File: config.mk
export PLATFORM = sky130hd
export DESIGN_NAME = bpsa_ctrl_flat
export DESIGN_NICKNAME = d
export VERILOG_FILES = /design/src/rtl/core/bpsa_pkg.sv /design/src/rtl/core/bpsa_req_if.sv /design/src/rtl/core/bpsa_rsp_if.sv /design/src/rtl/core/bpsa_ctrl.sv /design/src/flat_wrapper.sv
export SDC_FILE = /design/constraint.sdc
export NUM_CORES = 1
export LEC_CHECK = 0
export BUFFER_PORTS_ARGS = -buffer_cell sky130_fd_sc_hd__buf_2
export CAP_MARGIN = 10
export CORE_AREA = 3 3 133 135
export CTS_CLUSTER_DIAMETER = 50
export DETAILED_ROUTE_END_ITERATION = 10
export DIE_AREA = 0 0 136 138
export PLACE_DENSITY = 0.61
export SLEW_MARGIN = 5
export SYNTH_ARGS = -nofsm -noshare
export SYNTH_HDL_FRONTEND = slang
export SYNTH_SLANG_ARGS = --single-unit
File: constraint.sdc
create_clock -name i_clk -period 12.1 [get_ports i_clk]
set_clock_uncertainty 0.1 [all_clocks]
set_input_delay 1.21 -clock i_clk [delete_from_list [all_inputs] [get_ports i_clk]]
set_output_delay 1.21 -clock i_clk [all_outputs]
set_load 0.02 [all_outputs]
File: src/rtl/core/bpsa_pkg.sv
package bpsa_pkg;

    localparam int NUM_BLOCKS = 128;
    localparam int MAX_SLOTS  = 1024;

    localparam int BLK_W   = 7;
    localparam int SLOT_W  = 10;
    localparam int CNT_W   = 11;
    localparam int STK_W   = 8;
    localparam int RET_W   = 8;
    localparam int CAP_W   = 8;
    localparam int STAT_W  = 2;
    localparam int SADDR_W = BLK_W + 1;

    localparam logic [CNT_W-1:0] IPB_RESET      = CNT_W'(1024);
    localparam logic [CAP_W-1:0] FREE_CAP_RESET = CAP_W'(100);

    localparam logic STK_FREE  = 1'b0;
    localparam logic STK_SPARE = 1'b1;

    typedef enum logic {
        CFG_ITEMS_PER_BLOCK = 1'b0,
        CFG_FREE_CAP        = 1'b1
    } t_cfg_idx;

    typedef enum logic {
        CMD_GET     = 1'b0,
        CMD_RELEASE = 1'b1
    } t_cmd;

    typedef enum logic [STAT_W-1:0] {
        ST_OK           = 2'd0,
        ST_NO_BLOCK     = 2'd1,
        ST_OVER_RELEASE = 2'd2
    } t_status;

    typedef enum logic [2:0] {
        S_IDLE,
        S_EXEC,
        S_RET_RD,
        S_RET_WR,
        S_EMIT
    } t_state;

    typedef struct packed {
        logic [CNT_W-1:0] next_slot;
        logic [CNT_W-1:0] released;
    } t_blk_word;

    typedef struct packed {
        logic             we;
        logic [BLK_W-1:0] waddr;
        t_blk_word        wdata;
        logic             re;
        logic [BLK_W-1:0] raddr;
    } t_blk_req;

    typedef struct packed {
        logic               we;
        logic [SADDR_W-1:0] waddr;
        logic [BLK_W-1:0]   wdata;
        logic               re;
        logic [SADDR_W-1:0] raddr;
    } t_stk_req;

endpackage

File: src/rtl/core/bpsa_req_if.sv
interface bpsa_req_if;
    logic                       valid;
    logic                       ready;
    logic                       command;
    logic [bpsa_pkg::BLK_W-1:0] block_id;

    modport source (output valid, output command, output block_id, input ready);
    modport sink (input valid, input command, input block_id, output ready);
endinterface

File: src/rtl/core/bpsa_rsp_if.sv
interface bpsa_rsp_if;
    logic                        valid;
    logic                        ready;
    logic [bpsa_pkg::STAT_W-1:0] status;
    logic [bpsa_pkg::BLK_W-1:0]  given_block;
    logic [bpsa_pkg::SLOT_W-1:0] given_slot;
    logic [bpsa_pkg::RET_W-1:0]  blocks_returned;

    modport source (
        output valid, output status, output given_block, output given_slot,
        output blocks_returned, input ready
    );
    modport sink (
        input valid, input status, input given_block, input given_slot,
        input blocks_returned, output ready
    );
endinterface

File: src/rtl/core/bpsa_ctrl.sv
module bpsa_ctrl (
    input  logic                          i_clk,
    input  logic                          i_rst_n,
    input  logic [bpsa_pkg::CNT_W-1:0]    i_size,
    input  logic [bpsa_pkg::CAP_W-1:0]    i_free_cap,
    bpsa_req_if.sink                      i_req,
    bpsa_rsp_if.source                    o_rsp,
    output bpsa_pkg::t_blk_req            o_blk_req,
    input  bpsa_pkg::t_blk_word           i_blk_rdata,
    output bpsa_pkg::t_stk_req            o_stk_req,
    input  logic [bpsa_pkg::BLK_W-1:0]    i_stk_rdata
);

    bpsa_pkg::t_state               r_state, n_state;
    bpsa_pkg::t_cmd                 r_cmd, n_cmd;
    logic [bpsa_pkg::BLK_W-1:0]     r_bid, n_bid;
    logic [bpsa_pkg::BLK_W-1:0]     r_cur, n_cur;
    logic [bpsa_pkg::STK_W-1:0]     r_free_cnt, n_free_cnt;
    logic [bpsa_pkg::STK_W-1:0]     r_spare_cnt, n_spare_cnt;

    bpsa_pkg::t_status              r_res_status, n_res_status;
    logic [bpsa_pkg::BLK_W-1:0]     r_res_block, n_res_block;
    logic [bpsa_pkg::SLOT_W-1:0]    r_res_slot, n_res_slot;
    logic [bpsa_pkg::RET_W-1:0]     r_res_ret, n_res_ret;

    logic                           r_out_valid, n_out_valid;
    bpsa_pkg::t_status              r_out_status, n_out_status;
    logic [bpsa_pkg::BLK_W-1:0]     r_out_block, n_out_block;
    logic [bpsa_pkg::SLOT_W-1:0]    r_out_slot, n_out_slot;
    logic [bpsa_pkg::RET_W-1:0]     r_out_ret, n_out_ret;

    logic                           done;
    logic [bpsa_pkg::STK_W-1:0]     fc;
    logic [bpsa_pkg::CNT_W-1:0]     rel1;
    logic [bpsa_pkg::STK_W-1:0]     free_top;
    logic [bpsa_pkg::STK_W-1:0]     spare_top;

    always_ff @(posedge i_clk) begin
        if (!i_rst_n) begin
            r_state     <= bpsa_pkg::S_IDLE;
            r_cur       <= '0;
            r_free_cnt  <= '0;
            r_spare_cnt <= bpsa_pkg::STK_W'(bpsa_pkg::NUM_BLOCKS - 1);
            r_out_valid <= 1'b0;
        end else begin
            r_state     <= n_state;
            r_cur       <= n_cur;
            r_free_cnt  <= n_free_cnt;
            r_spare_cnt <= n_spare_cnt;
            r_out_valid <= n_out_valid;
        end
    end

    always_ff @(posedge i_clk) begin
        r_cmd        <= n_cmd;
        r_bid        <= n_bid;
        r_res_status <= n_res_status;
        r_res_block  <= n_res_block;
        r_res_slot   <= n_res_slot;
        r_res_ret    <= n_res_ret;
        r_out_status <= n_out_status;
        r_out_block  <= n_out_block;
        r_out_slot   <= n_out_slot;
        r_out_ret    <= n_out_ret;
    end

    assign free_top  = r_free_cnt - bpsa_pkg::STK_W'(1);
    assign spare_top = r_spare_cnt - bpsa_pkg::STK_W'(1);

    always_comb begin
        n_state      = r_state;
        n_cmd        = r_cmd;
        n_bid        = r_bid;
        n_cur        = r_cur;
        n_free_cnt   = r_free_cnt;
        n_spare_cnt  = r_spare_cnt;
        n_res_status = r_res_status;
        n_res_block  = r_res_block;
        n_res_slot   = r_res_slot;
        n_res_ret    = r_res_ret;
        n_out_valid  = r_out_valid;
        n_out_status = r_out_status;
        n_out_block  = r_out_block;
        n_out_slot   = r_out_slot;
        n_out_ret    = r_out_ret;
        o_blk_req    = '0;
        o_stk_req    = '0;
        done         = 1'b0;
        fc           = r_free_cnt;
        rel1         = i_blk_rdata.released + bpsa_pkg::CNT_W'(1);

        if (r_out_valid && o_rsp.ready) begin
            n_out_valid = 1'b0;
        end

        unique case (r_state)
            bpsa_pkg::S_IDLE: begin
                if (i_req.valid) begin
                    n_cmd           = bpsa_pkg::t_cmd'(i_req.command);
                    n_bid           = i_req.block_id;
                    n_res_ret       = '0;
                    o_blk_req.re    = 1'b1;
                    o_blk_req.raddr = (i_req.command == bpsa_pkg::CMD_GET) ? r_cur
                                                                           : i_req.block_id;
                    // prefetch the stack top a get might pop
                    o_stk_req.re    = 1'b1;
                    if (r_free_cnt != '0) begin
                        o_stk_req.raddr = {bpsa_pkg::STK_FREE, free_top[bpsa_pkg::BLK_W-1:0]};
                    end else begin
                        o_stk_req.raddr = {bpsa_pkg::STK_SPARE,
                                           spare_top[bpsa_pkg::BLK_W-1:0]};
                    end
                    n_state = bpsa_pkg::S_EXEC;
                end
            end
            bpsa_pkg::S_EXEC: begin
                n_res_status = bpsa_pkg::ST_OK;
                n_res_block  = '0;
                n_res_slot   = '0;
                done         = 1'b1;
                if (r_cmd == bpsa_pkg::CMD_GET) begin
                    if (i_blk_rdata.next_slot >= i_size) begin
                        o_blk_req.wdata.next_slot = bpsa_pkg::CNT_W'(1);
                        o_blk_req.wdata.released  = '0;
                        priority if (i_blk_rdata.released == i_size) begin
                            o_blk_req.we    = 1'b1;
                            o_blk_req.waddr = r_cur;
                            n_res_block     = r_cur;
                        end else if (r_free_cnt != '0) begin
                            o_blk_req.we    = 1'b1;
                            o_blk_req.waddr = i_stk_rdata;
                            n_cur           = i_stk_rdata;
                            n_free_cnt      = free_top;
                            n_res_block     = i_stk_rdata;
                        end else if (r_spare_cnt != '0) begin
                            o_blk_req.we    = 1'b1;
                            o_blk_req.waddr = i_stk_rdata;
                            n_cur           = i_stk_rdata;
                            n_spare_cnt     = spare_top;
                            n_res_block     = i_stk_rdata;
                        end else begin
                            n_res_status    = bpsa_pkg::ST_NO_BLOCK;
                        end
                    end else begin
                        o_blk_req.we              = 1'b1;
                        o_blk_req.waddr           = r_cur;
                        o_blk_req.wdata.next_slot = i_blk_rdata.next_slot +
                                                    bpsa_pkg::CNT_W'(1);
                        o_blk_req.wdata.released  = i_blk_rdata.released;
                        n_res_block               = r_cur;
                        n_res_slot = i_blk_rdata.next_slot[bpsa_pkg::SLOT_W-1:0];
                    end
                end else begin
                    if (i_blk_rdata.released >= i_size) begin
                        n_res_status = bpsa_pkg::ST_OVER_RELEASE;
                    end else begin
                        o_blk_req.we              = 1'b1;
                        o_blk_req.waddr           = r_bid;
                        o_blk_req.wdata.next_slot = i_blk_rdata.next_slot;
                        o_blk_req.wdata.released  = rel1;
                        // wholly released, not current and free stack not full: onto the free stack
                        if (r_bid != r_cur && rel1 == i_size &&
                            r_free_cnt < bpsa_pkg::STK_W'(bpsa_pkg::NUM_BLOCKS)) begin
                            o_stk_req.we    = 1'b1;
                            o_stk_req.waddr = {bpsa_pkg::STK_FREE,
                                               r_free_cnt[bpsa_pkg::BLK_W-1:0]};
                            o_stk_req.wdata = r_bid;
                            fc              = r_free_cnt + bpsa_pkg::STK_W'(1);
                        end
                        n_free_cnt = fc;
                        if (fc > i_free_cap) begin
                            done    = 1'b0;
                            n_state = bpsa_pkg::S_RET_RD;
                        end
                    end
                end
            end
            bpsa_pkg::S_RET_RD: begin
                o_stk_req.re    = 1'b1;
                o_stk_req.raddr = {bpsa_pkg::STK_FREE, free_top[bpsa_pkg::BLK_W-1:0]};
                n_state         = bpsa_pkg::S_RET_WR;
            end
            bpsa_pkg::S_RET_WR: begin
                fc         = free_top;
                n_free_cnt = fc;
                n_res_ret  = r_res_ret + bpsa_pkg::RET_W'(1);
                if (r_spare_cnt < bpsa_pkg::STK_W'(bpsa_pkg::NUM_BLOCKS)) begin
                    o_stk_req.we    = 1'b1;
                    o_stk_req.waddr = {bpsa_pkg::STK_SPARE,
                                       r_spare_cnt[bpsa_pkg::BLK_W-1:0]};
                    o_stk_req.wdata = i_stk_rdata;
                    n_spare_cnt     = r_spare_cnt + bpsa_pkg::STK_W'(1);
                end
                if (fc > i_free_cap) begin
                    o_stk_req.re    = 1'b1;
                    o_stk_req.raddr = {bpsa_pkg::STK_FREE,
                                       fc[bpsa_pkg::BLK_W-1:0] - bpsa_pkg::BLK_W'(1)};
                end else begin
                    done = 1'b1;
                end
            end
            bpsa_pkg::S_EMIT: begin
                done = 1'b1;
            end
            default: begin
                n_state = bpsa_pkg::S_IDLE;
            end
        endcase

        if (done) begin
            if (!n_out_valid) begin
                n_out_valid  = 1'b1;
                n_out_status = n_res_status;
                n_out_block  = n_res_block;
                n_out_slot   = n_res_slot;
                n_out_ret    = n_res_ret;
                n_state      = bpsa_pkg::S_IDLE;
            end else begin
                n_state = bpsa_pkg::S_EMIT;
            end
        end
    end

    assign i_req.ready           = (r_state == bpsa_pkg::S_IDLE);
    assign o_rsp.valid           = r_out_valid;
    assign o_rsp.status          = r_out_status;
    assign o_rsp.given_block     = r_out_block;
    assign o_rsp.given_slot      = r_out_slot;
    assign o_rsp.blocks_returned = r_out_ret;

endmodule

File: src/flat_wrapper.sv
// flat-port wrapper written by rule: the top's interface ports become plain ports
module bpsa_ctrl_flat 
  (i_clk, i_rst_n, i_size, i_free_cap, o_blk_req, i_blk_rdata, o_stk_req, i_stk_rdata, i_req_valid, i_req_command, i_req_block_id, i_req_ready, o_rsp_valid, o_rsp_status, o_rsp_given_block, o_rsp_given_slot, o_rsp_blocks_returned, o_rsp_ready);
  bpsa_req_if i_req_i ();
  bpsa_rsp_if o_rsp_i ();
  input  logic i_clk;
  input  logic i_rst_n;
  input  logic [bpsa_pkg::CNT_W-1:0] i_size;
  input  logic [bpsa_pkg::CAP_W-1:0] i_free_cap;
  output bpsa_pkg::t_blk_req o_blk_req;
  input  bpsa_pkg::t_blk_word i_blk_rdata;
  output bpsa_pkg::t_stk_req o_stk_req;
  input  logic [bpsa_pkg::BLK_W-1:0] i_stk_rdata;
  input wire logic [$bits(i_req_i.valid)-1:0] i_req_valid;
  input wire logic [$bits(i_req_i.command)-1:0] i_req_command;
  input wire logic [$bits(i_req_i.block_id)-1:0] i_req_block_id;
  output wire logic [$bits(i_req_i.ready)-1:0] i_req_ready;
  output wire logic [$bits(o_rsp_i.valid)-1:0] o_rsp_valid;
  output wire logic [$bits(o_rsp_i.status)-1:0] o_rsp_status;
  output wire logic [$bits(o_rsp_i.given_block)-1:0] o_rsp_given_block;
  output wire logic [$bits(o_rsp_i.given_slot)-1:0] o_rsp_given_slot;
  output wire logic [$bits(o_rsp_i.blocks_returned)-1:0] o_rsp_blocks_returned;
  input wire logic [$bits(o_rsp_i.ready)-1:0] o_rsp_ready;
  assign i_req_i.valid = i_req_valid;
  assign i_req_i.command = i_req_command;
  assign i_req_i.block_id = i_req_block_id;
  assign i_req_ready = i_req_i.ready;
  assign o_rsp_valid = o_rsp_i.valid;
  assign o_rsp_status = o_rsp_i.status;
  assign o_rsp_given_block = o_rsp_i.given_block;
  assign o_rsp_given_slot = o_rsp_i.given_slot;
  assign o_rsp_blocks_returned = o_rsp_i.blocks_returned;
  assign o_rsp_i.ready = o_rsp_ready;
  bpsa_ctrl u_core (.i_clk(i_clk), .i_rst_n(i_rst_n), .i_size(i_size), .i_free_cap(i_free_cap), .i_req(i_req_i), .o_rsp(o_rsp_i), .o_blk_req(o_blk_req), .i_blk_rdata(i_blk_rdata), .o_stk_req(o_stk_req), .i_stk_rdata(i_stk_rdata));
endmodule
* After elaboration in Yosys (flattened, before gate mapping) *
Index checks and enable logic that the tools add are counted.
W data, S select, Z words.

cells by class
  mux-type cells = 70
  $mul = 0
  reductions and logical operators = 15
  order comparisons = 6
  div/mod/pow operators = 0
  bitwise gates (word level) = 3
  equality and inequality tests = 22
  shift-type cells = 0
  $add $sub $neg = 8

operators by type and width
  cell                     number
  $mux W8                  22
  $mux W30                 4
  $mux W16                 4
  $mux W7                  9
  $pmux W8 S2              3
  $pmux W16 S2             1
  $mux W10                 3
  $pmux W9 S3              1
  $add A8 B1 Y8 const B    3
  $add A11 B1 Y11 const B  2
  $eq A11 B11 Y1           2
  $ge A11 B11 Y1           2
  $mux W3                  6
  $mux W9                  2
  $gt A8 B8 Y1             2
  $lt A8 B8 Y1 const B     2
  $reduce_bool A8 Y1       2
  $sub A8 B1 Y8 const B    2
  $reduce_and A5 Y1        3
  $mux W2                  6
  $ne A3 B1 Y1 const B     4
  $pmux W3 S4              1
  $ne A3 B2 Y1 const B     3
  $ne A2 B1 Y1 const B     4
  16 further kinds         31

word-level totals
  output and inout port bits = 92
  RAM bits = 0
  latch bits = 0
  bits in registers = 89
  logic and storage cells = 139
  ROM bits = 0
  memories = 0

* Longest topological paths before layout *
  word-level depth = 15
  gate-level depth with buffers = 18
  gate-level depth less buffers = 17

* Worst setup path before layout *
No wires, ideal clock.

  path kind = input to register
  start = in i_blk_rdata[0] (netlist bit)
  end = reg u_core.r_out_ret, in the netlist u_core.o_rsp.blocks_returned[0], enable pin
  data required time = 11.548 ns
  arrival time = 6.022 ns
  setup slack = 5.526 ns
  library setup time = 0.452 ns
  stages = 16
  cell sequence = ha_1 > xnor2_1 > o211a_1 > o2111ai_1 > nor4_4 > nand3_2 > buf_2 > nor2_1 > xor2_1 > ha_1 > a21o_1 > a21o_1 > a21oi_1 > a2111oi_0 > o31ai_1 > a21boi_0

between the ends
  word-level cells in the longest chain between the ends = 14

RTL lines
  what                              RTL line            RTL
  from (decl)                       flat_wrapper.sv:11  input bpsa_pkg::t_blk_word i_blk_rdata;
  $add A11 B1 Y11                   bpsa_ctrl.sv:90     rel1 = i_blk_rdata.released + bpsa_pkg::CNT_W'(1);
  $eq A11 B11 Y1                    bpsa_ctrl.sv:162    if (r_bid != r_cur && rel1 == i_size &&
  $logic_and A1 B1 Y1 (2 in a row)  bpsa_ctrl.sv:162
  $mux W8                           bpsa_ctrl.sv:162
  $mux W8                           bpsa_ctrl.sv:154    if (i_blk_rdata.released >= i_size) begin
  $mux W8                           bpsa_ctrl.sv:121    if (r_cmd == bpsa_pkg::CMD_GET) begin
  $mux W8                           bpsa_ctrl.sv:96     unique case (r_state)
  $gt A8 B8 Y1                      bpsa_ctrl.sv:171    if (fc > i_free_cap) begin
  $mux W1                           bpsa_ctrl.sv:171
  $mux W1 (*)                       bpsa_ctrl.sv:154
  $mux W1 (*)                       bpsa_ctrl.sv:121
  $pmux W1 S3 (*)                   bpsa_ctrl.sv:96
  $reduce_and A2 Y1 (no line) (*)   n/a
  to (signal assigned)              bpsa_ctrl.sv:64     r_out_ret <= n_out_ret;
  to (decl)                         bpsa_ctrl.sv:30     logic [bpsa_pkg::RET_W-1:0] r_out_ret, n_out_ret;

Mark *: on every way between the ends. The rest lies on a longest branch, timed or not. The select of a mux whose other input is x is not followed.
A chain may end at the register's enable or synchronous reset.

==> implementation parameters <==
Parameter                              Value

Yosys
  Warning count from the yosys run    0
  Synth unique cells    82
  Number of instances in the synthesized netlist    764
  Synth area leader    sky130_fd_sc_hd__dfxtp_1
  Register bit count reported by yosys    89
  Post-synthesis async set-or-reset flop share    0%
  Number of enable-type register cells in the synthesized netlist    35
  Post-synthesis cell area    0.00664 sq mm
  Proportion of synthesized chip area in sequential cells    32.1%
  Synthesized net count    875
  Mean Syn Cell Area    8.69 sq um
  Largest cells by area after synthesis    sky130_fd_sc_hd__dfxtp_1, sky130_fd_sc_hd__edfxtp_1, sky130_fd_sc_hd__ha_1
  Most used DFF post-synth    sky130_fd_sc_hd__dfxtp_1
  Area share of the largest cell type after synthesis    16.3%

Finish
  Number of nets in the final layout    999
  Total area of multi-input combinational cells    0.00416 sq mm
  Area grow syn2layout    18.0%
  Highest-count cells in the layout ignoring fill and taps    sky130_fd_sc_hd__buf_2, sky130_fd_sc_hd__nor2_1, sky130_fd_sc_hd__nand2_1
  Number of diodes    0
  Post-route insts no fill    1113
  Layout cell share with drive strength beyond 1    22.4%
  Final Util    47.2%
  Number of filler cells placed in the layout    1653
  Most common cell after layout, fill and taps aside    sky130_fd_sc_hd__buf_2
  Area occupied by registers    0.00213 sq mm

Power and ir drop
  Internal power    0.632 mW
  Sequential power share    37.6%
  P_leak    3.49 nW
  Proportion of total power due to net switching    33.6%
  Fraction of power consumed by the clock network    31.6%
  Fraction of power consumed by combinational cells    30.9%
  Switching power    0.320 mW
  Power density over the cells    122 mW/mm^2
  Power after layout    0.952 mW
  Worst IR drop on VDD    0.0910 mV

Global route
  Number of global-route vias before repair    5755
  Global-route wire length before repair    31100 microns
  GRT Residual Overflow    0
  Initial antenna violation count    0
  Global-route total usage across every layer    20.5%
  Maximum number of pins on one net before global-route repair    47

Floorplanning
  Die Span Y    138 microns
  Site Rows    47
  Area of the core    0.0166 sq mm
  Starting density of the core    40.0%
  Die width    136 microns
  Total Die Area    0.0188 sq mm
  Top-level port count    152

Clocking
  Resize count post-CTS    0
  Count of hold-fix buffers inserted at cts    0
  CTS clock-pin slew for the worst setup and hold paths    0.06 ns
  Clock sink count    89
  Clk root buf    sky130_fd_sc_hd__clkbuf_16
  Number of clock buffers inserted by TritonCTS    9
  Number of buffers on the longest clock path    2
  # Post-CTS Setup Buffers    0
  Clock tree from TritonCTS    yes
  Clock latency reported for the late side of the worst-skew pair    0.34 ns
  Depth of the CTS H-tree    3

Critical path
  Startpoint kind of the worst setup timing path    flop
  Crit path arrival time    4.14 ns
  Top fanout value on the critical path    11
  Required time at the worst-slack endpoint    10.79 ns
  Cells along the critical path    inv_1 -> ha_1 -> a21boi_0 -> nand2_1 -> xor2_1 -> inv_1 -> ha_1 -> a21o_1 -> a21o_1 -> a21oi_1 -> a21oi_1 -> a2111oi_0 -> nor2_1 -> buf_2
  Library cell contributing the largest single delay on the critical path    sky130_fd_sc_hd__dfxtp_1
  Worst setup EP type    output port
  Delay contributed by the slowest stage of the critical path    0.64 ns
  Crit path kind    flop to output port

STA
  Final Cycle Share    45.0%
  Worst relative slew slack    26.8%
  Unrepaired setup endpoints after global routing    no
  Final Setup Violations    0
  Slew @ Worst Pin    1.10 ns
  Final critical-path required period    5.45 ns
  Final total negative setup slack    0 ns
  Final-report max-slew violation count    0
  Fmax    0.184 GHz
  Setup slack of the critical path after layout    6.65 ns
  Hold violation total from the final report    0

Routing
  Total number of vias    6291
  DRC violation count after routing    0
  Number of routed nets with antenna violations    0
  Routed metal-1 wire length    9270 microns
  Met3 wire length    1190 microns
  DR top layer    met4
  Length of routed met2 wiring    8940 microns
  1st-pass router iterations    4
  Initial drt markers    412
  Average via count per standard cell    5.65
  DR WL/cell    17.8 microns
  DRT Wirelength    19800 microns

Placement
  Port Buffer Count    151
  Placed wire-length estimate    15100 microns
  Routability cong.    0.873
  Instance count after placement with tap cells included    1097
  Pre-CTS worst setup slack    6.56 ns

Outcome
  Run status    finished clean

Flow run
  Max-cap violation count    0

Hold path
  Worst hold path type    flop to flop
through the flow:
stage	hold WS, ns	area [sq um]
after floorplan	0.327	6640
after global placement	0.351	7510
after detailed placement	0.356	7510
after CTS	0.371	7840
after global routing	0.379	7840
final	0.378	7840
layer usage:
layer / GRT usage, % / vias up
met4: 6.15 / 0
met1: 29.1 / 2935
met3: 3.71 / 24
met5: 0 / -
li1: - / 3121
met2: 31.9 / 211
cells in the mapped netlist, types with 9 or more instances:
master / n
sky130_fd_sc_hd__nor2_1: 67
sky130_fd_sc_hd__o21ai_0: 39
sky130_fd_sc_hd__clkbuf_1: 25
sky130_fd_sc_hd__edfxtp_1: 35
sky130_fd_sc_hd__a22o_1: 24
sky130_fd_sc_hd__nand3b_1: 10
sky130_fd_sc_hd__mux2i_1: 17
sky130_fd_sc_hd__nand3_1: 26
sky130_fd_sc_hd__nand2_1: 59
sky130_fd_sc_hd__inv_1: 39
sky130_fd_sc_hd__a21o_1: 9
sky130_fd_sc_hd__nand4_1: 15
sky130_fd_sc_hd__and3_1: 17
sky130_fd_sc_hd__xnor2_1: 20
sky130_fd_sc_hd__a221o_1: 14
sky130_fd_sc_hd__buf_2: 11
sky130_fd_sc_hd__a21oi_1: 42
sky130_fd_sc_hd__xor2_1: 19
sky130_fd_sc_hd__nor3_1: 15
sky130_fd_sc_hd__ha_1: 51
sky130_fd_sc_hd__dfxtp_1: 54
final timing paths:
check | startpoint | end | slack, ns | cells past startpoint
max reg2reg | u_core.r_free_cnt[2] | u_core.o_rsp.given_block[4] | 7.57 | 14
min | u_core.r_res_ret[7] | u_core.r_res_ret[7] | 0.38 | 1
max | u_core.r_free_cnt[2] | o_stk_req[4] | 6.65 | 14
min reg2reg | u_core.r_res_ret[7] | u_core.r_res_ret[7] | 0.38 | 1
area by class of cell:
class | count | share of cell area (%)
flip-flops and latches | 89 | 27.2
clock inverters | 4 | 0.990
repair buffers | 156 | 10.1
clock buffers | 12 | 3.15
multi-input cells | 591 | 53.1
inverters | 41 | 1.96
well taps | 220 | 3.51
worst max-delay path: cells and delay by family, from the launching register on:
kind	cells	cell delay (ns)
flip-flops	1	0.64
adder cells (fa/ha/maj)	2	0.52
AO/OA/AOI/OAI	6	1.48
XOR/XNOR	1	0.42
AND/OR/NAND/NOR	2	0.27
buffers and inverters	3	0.46
flip-flops by register name, indices dropped and copies added, names as in the netlist:
signal	cells
u_core.r_res_slot	10
u_core.o_rsp.given_block	7
u_core.r_cmd	1
u_core.o_rsp.status	2
u_core.r_res_block	7
u_core.o_rsp.given_slot	10
u_core.r_state	3
u_core.r_res_status	2
u_core.o_rsp.blocks_returned	8
u_core.r_bid	7
u_core.r_res_ret	8
u_core.r_cur	7
u_core.o_rsp.valid	1
u_core.r_free_cnt	8
u_core.r_spare_cnt	8
power groups by stage:
| stage | combinational [mW] | sequential (mW) | clock (mW) |
|---|---|---|---|
| after CTS | 0.294 | 0.357 | 0.308 |
| after detailed placement | 0.293 | 0.364 | 0 |
| after global routing | 0.325 | 0.360 | 0.320 |
| final | 0.294 | 0.358 | 0.301 |
| after floorplan | 0.207 | 0.361 | 0 |
| after global placement | 0.291 | 0.364 | 0 |
cell families after synthesis:
logic type,synth area share (%)
AOI/OAI and AO/OA,22.3
xor gates and xnor gates,5.14
adders and majority gates,9.61
buffers and inverters,5.41
DFF,32.1
muxes,3.07
and+or+nand+nor,22.4
(Power assumes the default switching activity.)
